--- config.mk ---
export PLATFORM = sky130hd
export DESIGN_NAME = vae_sqrt
export DESIGN_NICKNAME = d
export VERILOG_FILES = /design/src/rtl/vae_pkg.sv /design/src/rtl/vae_sqrt.sv
export SDC_FILE = /design/constraint.sdc
export NUM_CORES = 2
export LEC_CHECK = 0
export BUFFER_PORTS_ARGS = -buffer_cell sky130_fd_sc_hd__buf_2
export CELL_PAD_IN_SITES_DETAIL_PLACEMENT = 0
export CELL_PAD_IN_SITES_GLOBAL_PLACEMENT = 1
export CORE_ASPECT_RATIO = 1.4
export CORE_MARGIN = 2
export CORE_UTILIZATION = 25
export DETAILED_ROUTE_END_ITERATION = 10
export PLACE_DENSITY_LB_ADDON = 0.25
export SYNTH_ARGS = -nofsm -noshare
export SYNTH_HDL_FRONTEND = slang
export SYNTH_MEMORY_MAX_BITS = 65536
export SYNTH_SLANG_ARGS = --single-unit
--- constraint.sdc ---
create_clock -name clk -period 7.7 [get_ports clk]
set_clock_uncertainty 0.2 [all_clocks]
set_input_delay 0.77 -clock clk [delete_from_list [all_inputs] [get_ports clk]]
set_output_delay 0.77 -clock clk [all_outputs]
set_load 0.02 [all_outputs]
--- src/rtl/vae_pkg.sv ---
// vae_pkg: shared widths, constants, arctangent table and payload types
// for the vector to azimuth/elevation pipeline; no dependencies
`timescale 1ns / 1ps

package vae_pkg;

  localparam int COORD_W           = 24;
  localparam int DIFF_W            = COORD_W + 1;
  localparam int SQR_W             = 2 * DIFF_W;
  localparam int FRAC_PAD          = 14;
  localparam int SQ_IN_W           = SQR_W + FRAC_PAD;
  localparam int SQ_OUT_W          = SQ_IN_W / 2;
  localparam int SQ_STAGES         = SQ_OUT_W;
  localparam int SQ_REM_W          = SQ_OUT_W + 2;
  localparam int CORDIC_W          = 52;
  localparam int ANG_W             = 27;
  localparam int RND_SHIFT         = 8;
  localparam int RND_W             = ANG_W - RND_SHIFT;
  localparam int AZ_W              = 17;
  localparam int EL_W              = 16;
  localparam int VEC_SHIFT         = 24;
  localparam int EL_X_SHIFT        = 17;
  localparam int ATAN_LEN          = 24;
  localparam int CORDIC_STAGES_DEF = 16;

  localparam logic signed [ANG_W-1:0] DEG180_Q16 = 27'sd11796480;
  localparam logic signed [ANG_W-1:0] ROUND_HALF = 27'sd128;
  localparam logic signed [RND_W-1:0] AZ_LIMIT   = 19'sd46080;
  localparam logic signed [RND_W-1:0] AZ_SPAN    = 19'sd92160;
  localparam logic signed [RND_W-1:0] EL_LIMIT   = 19'sd22784;

  // atan(2^-i) in degrees * 65536
  localparam logic signed [ANG_W-1:0] ATAN_TAB [ATAN_LEN] = '{
    27'sd2949120, 27'sd1740967, 27'sd919879, 27'sd466945,
    27'sd234379,  27'sd117304,  27'sd58666,  27'sd29335,
    27'sd14668,   27'sd7334,    27'sd3667,   27'sd1833,
    27'sd917,     27'sd458,     27'sd229,    27'sd115,
    27'sd57,      27'sd29,      27'sd14,     27'sd7,
    27'sd4,       27'sd2,       27'sd1,      27'sd0
  };

  typedef struct packed {
    logic signed [COORD_W-1:0] source_x;
    logic signed [COORD_W-1:0] source_y;
    logic signed [COORD_W-1:0] source_z;
    logic signed [COORD_W-1:0] target_x;
    logic signed [COORD_W-1:0] target_y;
    logic signed [COORD_W-1:0] target_z;
  } in_item_t;

  typedef struct packed {
    logic signed [AZ_W-1:0] azimuth;
    logic signed [EL_W-1:0] elevation;
  } out_result_t;

endpackage

--- src/rtl/vae_sqrt.sv ---
// vae_sqrt: pipelined integer square root, one result bit per stage
// with a sideband that travels alongside; depends on vae_pkg
`timescale 1ns / 1ps

module vae_sqrt import vae_pkg::*; #(
  parameter int SIDE_W = 1
) (
  input  logic                clk,
  input  logic                rst_n,
  input  logic                in_valid,
  input  logic [SQ_IN_W-1:0]  in_n,
  input  logic [SIDE_W-1:0]   in_side,
  output logic                out_valid,
  output logic [SQ_OUT_W-1:0] out_root,
  output logic [SIDE_W-1:0]   out_side
);

  logic                v_r    [SQ_STAGES];
  logic [SQ_OUT_W-1:0] root_r [SQ_STAGES];
  logic [SIDE_W-1:0]   side_r [SQ_STAGES];
  logic [SQ_REM_W-1:0] rem_r  [SQ_STAGES-1];
  logic [SQ_IN_W-1:0]  n_r    [SQ_STAGES-1];

  for (genvar k = 0; k < SQ_STAGES; k++) begin : g_stage
    logic                v_prev;
    logic [SQ_OUT_W-1:0] root_prev;
    logic [SIDE_W-1:0]   side_prev;
    logic [SQ_REM_W-1:0] rem_prev;
    logic [SQ_IN_W-1:0]  n_prev;
    logic [SQ_REM_W+1:0] acc;
    logic [SQ_REM_W+1:0] trial;
    logic [SQ_REM_W+1:0] diff;
    logic                take;
    logic [SQ_REM_W-1:0] rem_nxt;
    logic [SQ_OUT_W-1:0] root_nxt;

    if (k == 0) begin : g_first
      assign v_prev    = in_valid;
      assign root_prev = '0;
      assign side_prev = in_side;
      assign rem_prev  = '0;
      assign n_prev    = in_n;
    end else begin : g_next
      assign v_prev    = v_r[k-1];
      assign root_prev = root_r[k-1];
      assign side_prev = side_r[k-1];
      assign rem_prev  = rem_r[k-1];
      assign n_prev    = n_r[k-1];
    end

    assign acc   = {rem_prev, n_prev[SQ_IN_W-1-2*k -: 2]};
    assign trial = {2'b00, root_prev, 2'b01};
    assign diff  = acc - trial;
    assign take  = (acc >= trial);

    always_comb begin
      if (take) begin
        rem_nxt  = diff[SQ_REM_W-1:0];
        root_nxt = {root_prev[SQ_OUT_W-2:0], 1'b1};
      end else begin
        rem_nxt  = acc[SQ_REM_W-1:0];
        root_nxt = {root_prev[SQ_OUT_W-2:0], 1'b0};
      end
    end

    always_ff @(posedge clk) begin
      if (!rst_n) begin
        v_r[k] <= 1'b0;
      end else begin
        v_r[k] <= v_prev;
      end
    end

    always_ff @(posedge clk) begin
      root_r[k] <= root_nxt;
      side_r[k] <= side_prev;
    end

    if (k < SQ_STAGES - 1) begin : g_carry
      always_ff @(posedge clk) begin
        rem_r[k] <= rem_nxt;
        n_r[k]   <= n_prev;
      end
    end
  end

  assign out_valid = v_r[SQ_STAGES-1];
  assign out_root  = root_r[SQ_STAGES-1];
  assign out_side  = side_r[SQ_STAGES-1];

endmodule

; ---- Word-level counts from Yosys, hierarchy flattened
; Memories as Yosys holds them, arrays and structs flattened.
; Index checks and enable logic that the tools add are counted.
[totals]
reg_bits = 0
ramBits = 4126
input_bits = 68
out_inout_bits = 34
wordCells = 197
memories = 5
[memory_table]
columns = name, depth, word_bits, read_ports, rd_clocked_by_memory_dff, write_ports, line_no
row1 = n_r, 31, 64, 31, 0, 31, vae_sqrt.sv:22  ; logic [SQ_IN_W-1:0] n_r [SQ_STAGES-1];
row2 = rem_r, 31, 34, 31, 0, 31, vae_sqrt.sv:21  ; logic [SQ_REM_W-1:0] rem_r [SQ_STAGES-1];
row3 = root_r, 32, 32, 32, 0, 32, vae_sqrt.sv:19  ; logic [SQ_OUT_W-1:0] root_r [SQ_STAGES];
row4 = side_r, 32, 1, 32, 0, 32, vae_sqrt.sv:20  ; logic [SIDE_W-1:0] side_r [SQ_STAGES];
row5 = v_r, 32, 1, 32, 0, 32, vae_sqrt.sv:18  ; logic v_r [SQ_STAGES];
[classes]
add_sub_neg = 31
order_cmp = 32
mux = 97
n_bitwise = 32
[ops]
columns = cell, n
row1 = 36-bit by 34-bit greater-or-equal comparator with 1-bit output, 31
row2 = 34-bit two-way mux, 31
row3 = 34-bit subtractor, 30
row4 = 1-bit two-way mux, 66
row5 = 1-bit bitwise OR, 32
row6 = "2-bit by 1-bit subtractor with 3-bit output, second input constant", 1
row7 = "2-bit by 1-bit greater-or-equal comparator with 1-bit output, second input constant", 1

; ---- Logic depth before layout (Yosys ltp)
; An unclocked memory read counts as a cell.
[depth]
depth_word = 3
ltp_mapped = 15
mapped_depth_nobuf = 12

; ---- Least setup slack after synthesis
; Ideal clock, no wire load.
[synth_timing]
path_type = register to register
start = memory root_r[1][0] (netlist name)
end = memory rem_r[17][31] (netlist name)
setup_ns = 0.134
arrival_time_ns = 2.882
required_ns = 7.366
setup_slack_ns = 4.484
stages_incl_launch_ff = 12
n_path_buf = 0
synth_period_minus_slack_ns = 3.216
path_cell_list = dfxtp_1 inv_1 ha_1 o21a_1 nor2_1 o21ai_0 a2111oi_0 o32ai_1 o41a_1 o2bb2ai_1 nor4_1 xor2_1
[synth_lines]
columns = element, line_no
row1 = from (decl), vae_sqrt.sv:19
row2 = to (decl), vae_sqrt.sv:21

==> results.json <==
{
  "status": "completed",
  "slowest_stage": "o21ai_0",
  "synth_seq_cells": 2587,
  "ant_nets": 0,
  "hp-class": "flop to flop",
  "die-height_um": 729.7,
  "cts_sinks": 2587,
  "crit_path_end_kind": "flop",
  "cts_made_buffers": 285,
  "grt_max_degree": 58,
  "setup_viol": 0,
  "grt_pass1_wl_um": 353100,
  "synth_fa_ha_area_share_pct": 7.476,
  "routed_via_density": 4.287,
  "cts_tree": "yes",
  "grt_pass1_vias": 65860,
  "worstSetupPathType": "flop to flop",
  "vias": 63240,
  "num_rows": 266,
  "antenna_found_initial": 3,
  "path_max_fanout": 8,
  "synth_mux_area_share_pct": 0.7503,
  "fin_cells": 14750,
  "synth_compound_gate_area_share_pct": 12.27,
  "syn_area_um2": 94050,
  "slew_headroom_pct": 16.60,
  "drc_errors": 0,
  "worstMarginPinSlew_ps": 1234,
  "setup_tns_ps": 0,
  "fin_util_pct": 29.57,
  "io_buffers": 101,
  "drt_first_pass_iters": 5,
  "p_leak_uw": 0.05047,
  "die_area_um2": 381200,
  "hpwl_um": 171500,
  "gp_congestion": 0.8793,
  "initial_utilization_pct": 25.10,
  "r2r_start": "root_r[1][320]",
  "drive_gt1_share_pct": 7.618,
  "synth_xor_area_share_pct": 7.822,
  "synth_fp_nets": 9905,
  "clock_latency_ps": 930,
  "path_cells": "inv_1 > ha_1 > nor2b_1 > o31a_1 > o21ai_0 > nand2_1 > o21ai_0 > a21oi_1 > nor2_4 > clkinv_1 > o2111ai_1 > xnor2_1",
  "design.core.area_um2": 374800,
  "clk_pin_slew_ps": 70,
  "r2r_setup_slack_ps": 3510,
  "final_cell_mix": "2587 x dfxtp_1, 719 x inv_1, 665 x nand2_1, 564 x a21oi_1, 562 x ha_1",
  "rsz0062_at_grt": "no",
  "cts_max_path_buffers": 4,
  "fin_crit_sh_pct": 54.45,
  "reg2reg_depth": 12,
  "wl_per_cell_um": 15.27,
  "vdd_drop_max_v": 0.0002081,
  "fmax_mhz": 238.5,
  "synth-edff-count": 0,
  "hp-start": "n_r[11][27]",
  "synth_simple_gate_area_share_pct": 12.91,
  "cts_setup_buffers": 0,
  "crit_path_max_incr_delay_ps": 550,
  "cts_htree_levels": 5,
  "cts-root-buf": "clkbuf_16",
  "dpl.cell_count": 14180,
  "final_max_slew_viol_count": 0,
  "gr-usage-all-layers_pct": 11.49,
  "async_reset_ff_share_pct": 0,
  "whs_endpoint": "n_r[12][27]",
  "finalNetCount": 10200,
  "timing.rr.end": "rem_r[27][32]",
  "ys.flop_type": "dfxtp_1",
  "required_ps": 8280,
  "wl_um": 225300,
  "finalHoldViolCount": 0,
  "syn_to_final_growth_pct": 17.81,
  "ys_types": 89,
  "period_needed_ps": 4193,
  "synth_top_family_by_area": "simple AND/OR/NAND/NOR gates",
  "start_kind": "flop",
  "ios": 102,
  "cellPowerDensity_nw_per_um2": 330.4,
  "cap_violations": 0,
  "synthCells": 9275,
  "overflow": 0,
  "final_common_cell": "dfxtp_1",
  "postSynthAreaPerCell_um2": 10.14,
  "ys_seq_area_share_pct": 55.06,
  "die_w_um": 522.4,
  "whs_path_depth": 0,
  "ys_warn_count": 0,
  "critPathArrivalTime_ps": 4780,
  "cp_common_cell": "o21ai_0",
  "whs_ps": 104.4,
  "drt_iter0_drc": 2527
}
==> Yosys cell counts, types with 43 or more instances <==
cell type	n	area, um2
o31ai_1	67	503.0
nor4_1	122	763.2
nor2b_1	77	481.7
nor2_1	539	2023
xnor2_1	413	3617
o21ai_0	503	2517
or4_1	64	480.5
a211oi_1	43	322.8
nand4_1	115	719.4
o21a_1	102	765.7
a21oi_1	564	2823
or3_1	95	594.3
nor3_1	223	1116
nand3_1	151	755.7
and3_1	48	300.3
dfxtp_1	2587	51790
o21bai_1	56	420.4
nand2b_1	99	619.3
a21o_1	257	1929
clkbuf_1	171	641.9
inv_1	719	2699
or2_2	49	306.5
ha_1	562	7032
nand2_1	665	2496
xor2_1	427	3740
mux2_2	51	574.3
and2_1	56	350.3
a31oi_1	52	325.3
==> area by class of cell <==
type,count,area (um2)
multi-input cells,5771,38890
flip-flops and latches,2587,51790
clock buffers,394,8187
fillers,38850,263900
repair buffers,203,1439
inverters,725,2721
clock inverters,113,1568
diodes,1,2.502
well taps,4958,6203
==> worst max-delay path, delay by kind of cell (launching register included) <==
family / cells / cell delay, ps
buffers and inverters: 2 / 500
DFF: 1 / 320
xor gates and xnor gates: 1 / 150
AOI/OAI and AO/OA: 5 / 1990
and+or+nand+nor: 3 / 590
adders and majority gates: 1 / 330
==> logic make-up (layout without fill, tap and decap cells) <==
group	Yosys count	in the layout
flip-flops	2587	2587
AND/OR/NAND/NOR	2432	2432
AO/OA/AOI/OAI	1872	1872
buffers and inverters	917	1435
XOR/XNOR	840	840
adder cells (fa/ha/maj)	562	562
multiplexers	64	64
other	1	2
==> where the power goes <==
group,internal [uW],switching (uW)
sequential,15500,1680
clock,8310,5620
combinational,2410,3040
total,26300,10300
==> stage by stage <==
| stage | total power [uW] | setup WS (ps) | instance area (um2) |
|---|---|---|---|
| 2_1_floorplan | 21070 | 4484 | 94050 |
| 3_3_place_gp | 22970 | 3447 | 100400 |
| 3_5_place_dp | 22950 | 3409 | 100400 |
| 4_1_cts | 37410 | 3351 | 110800 |
| 5_1_grt | 38750 | 3315 | 110800 |
| 6_report | 36610 | 3507 | 110800 |
==> repair_timing <==
action,4_1_cts,5_1_grt
hold buffers,67,0
endpoints found under the hold margin,67,0
resized for setup,0,0
==> routing by layer <==
metal	GRT usage (%)	vias to the layer above	wire length, um
li1	-	32280	-
met1	11.27	29380	84750
met2	22.54	1011	120500
met3	1.891	573	7316
met4	6.303	0	12780
met5	0	-	0
==> sequential cells by signal (all words and copies together) (netlist names) <==
register and flops:
side_r 32, v_r 32, root_r 528, rem_r 1003, n_r 992
==> how the worst max path moves through the flow <==
stage	from	endpoint	slack (ps)	depth (start not counted)
6_report	root_r[1][320]	rem_r[27][32]	3510	12
5_1_grt	rem_r[6][24]	rem_r[7][10]	3310	11
4_1_cts	root_r[1][320]	rem_r[27][32]	3350	12
3_5_place_dp	root_r[1][320]	rem_r[27][4]	3410	11
3_3_place_gp	root_r[1][320]	rem_r[27][4]	3450	11
2_1_floorplan	root_r[1][0]	rem_r[17][31]	4480	11
Power figures use the tool's default switching activity.
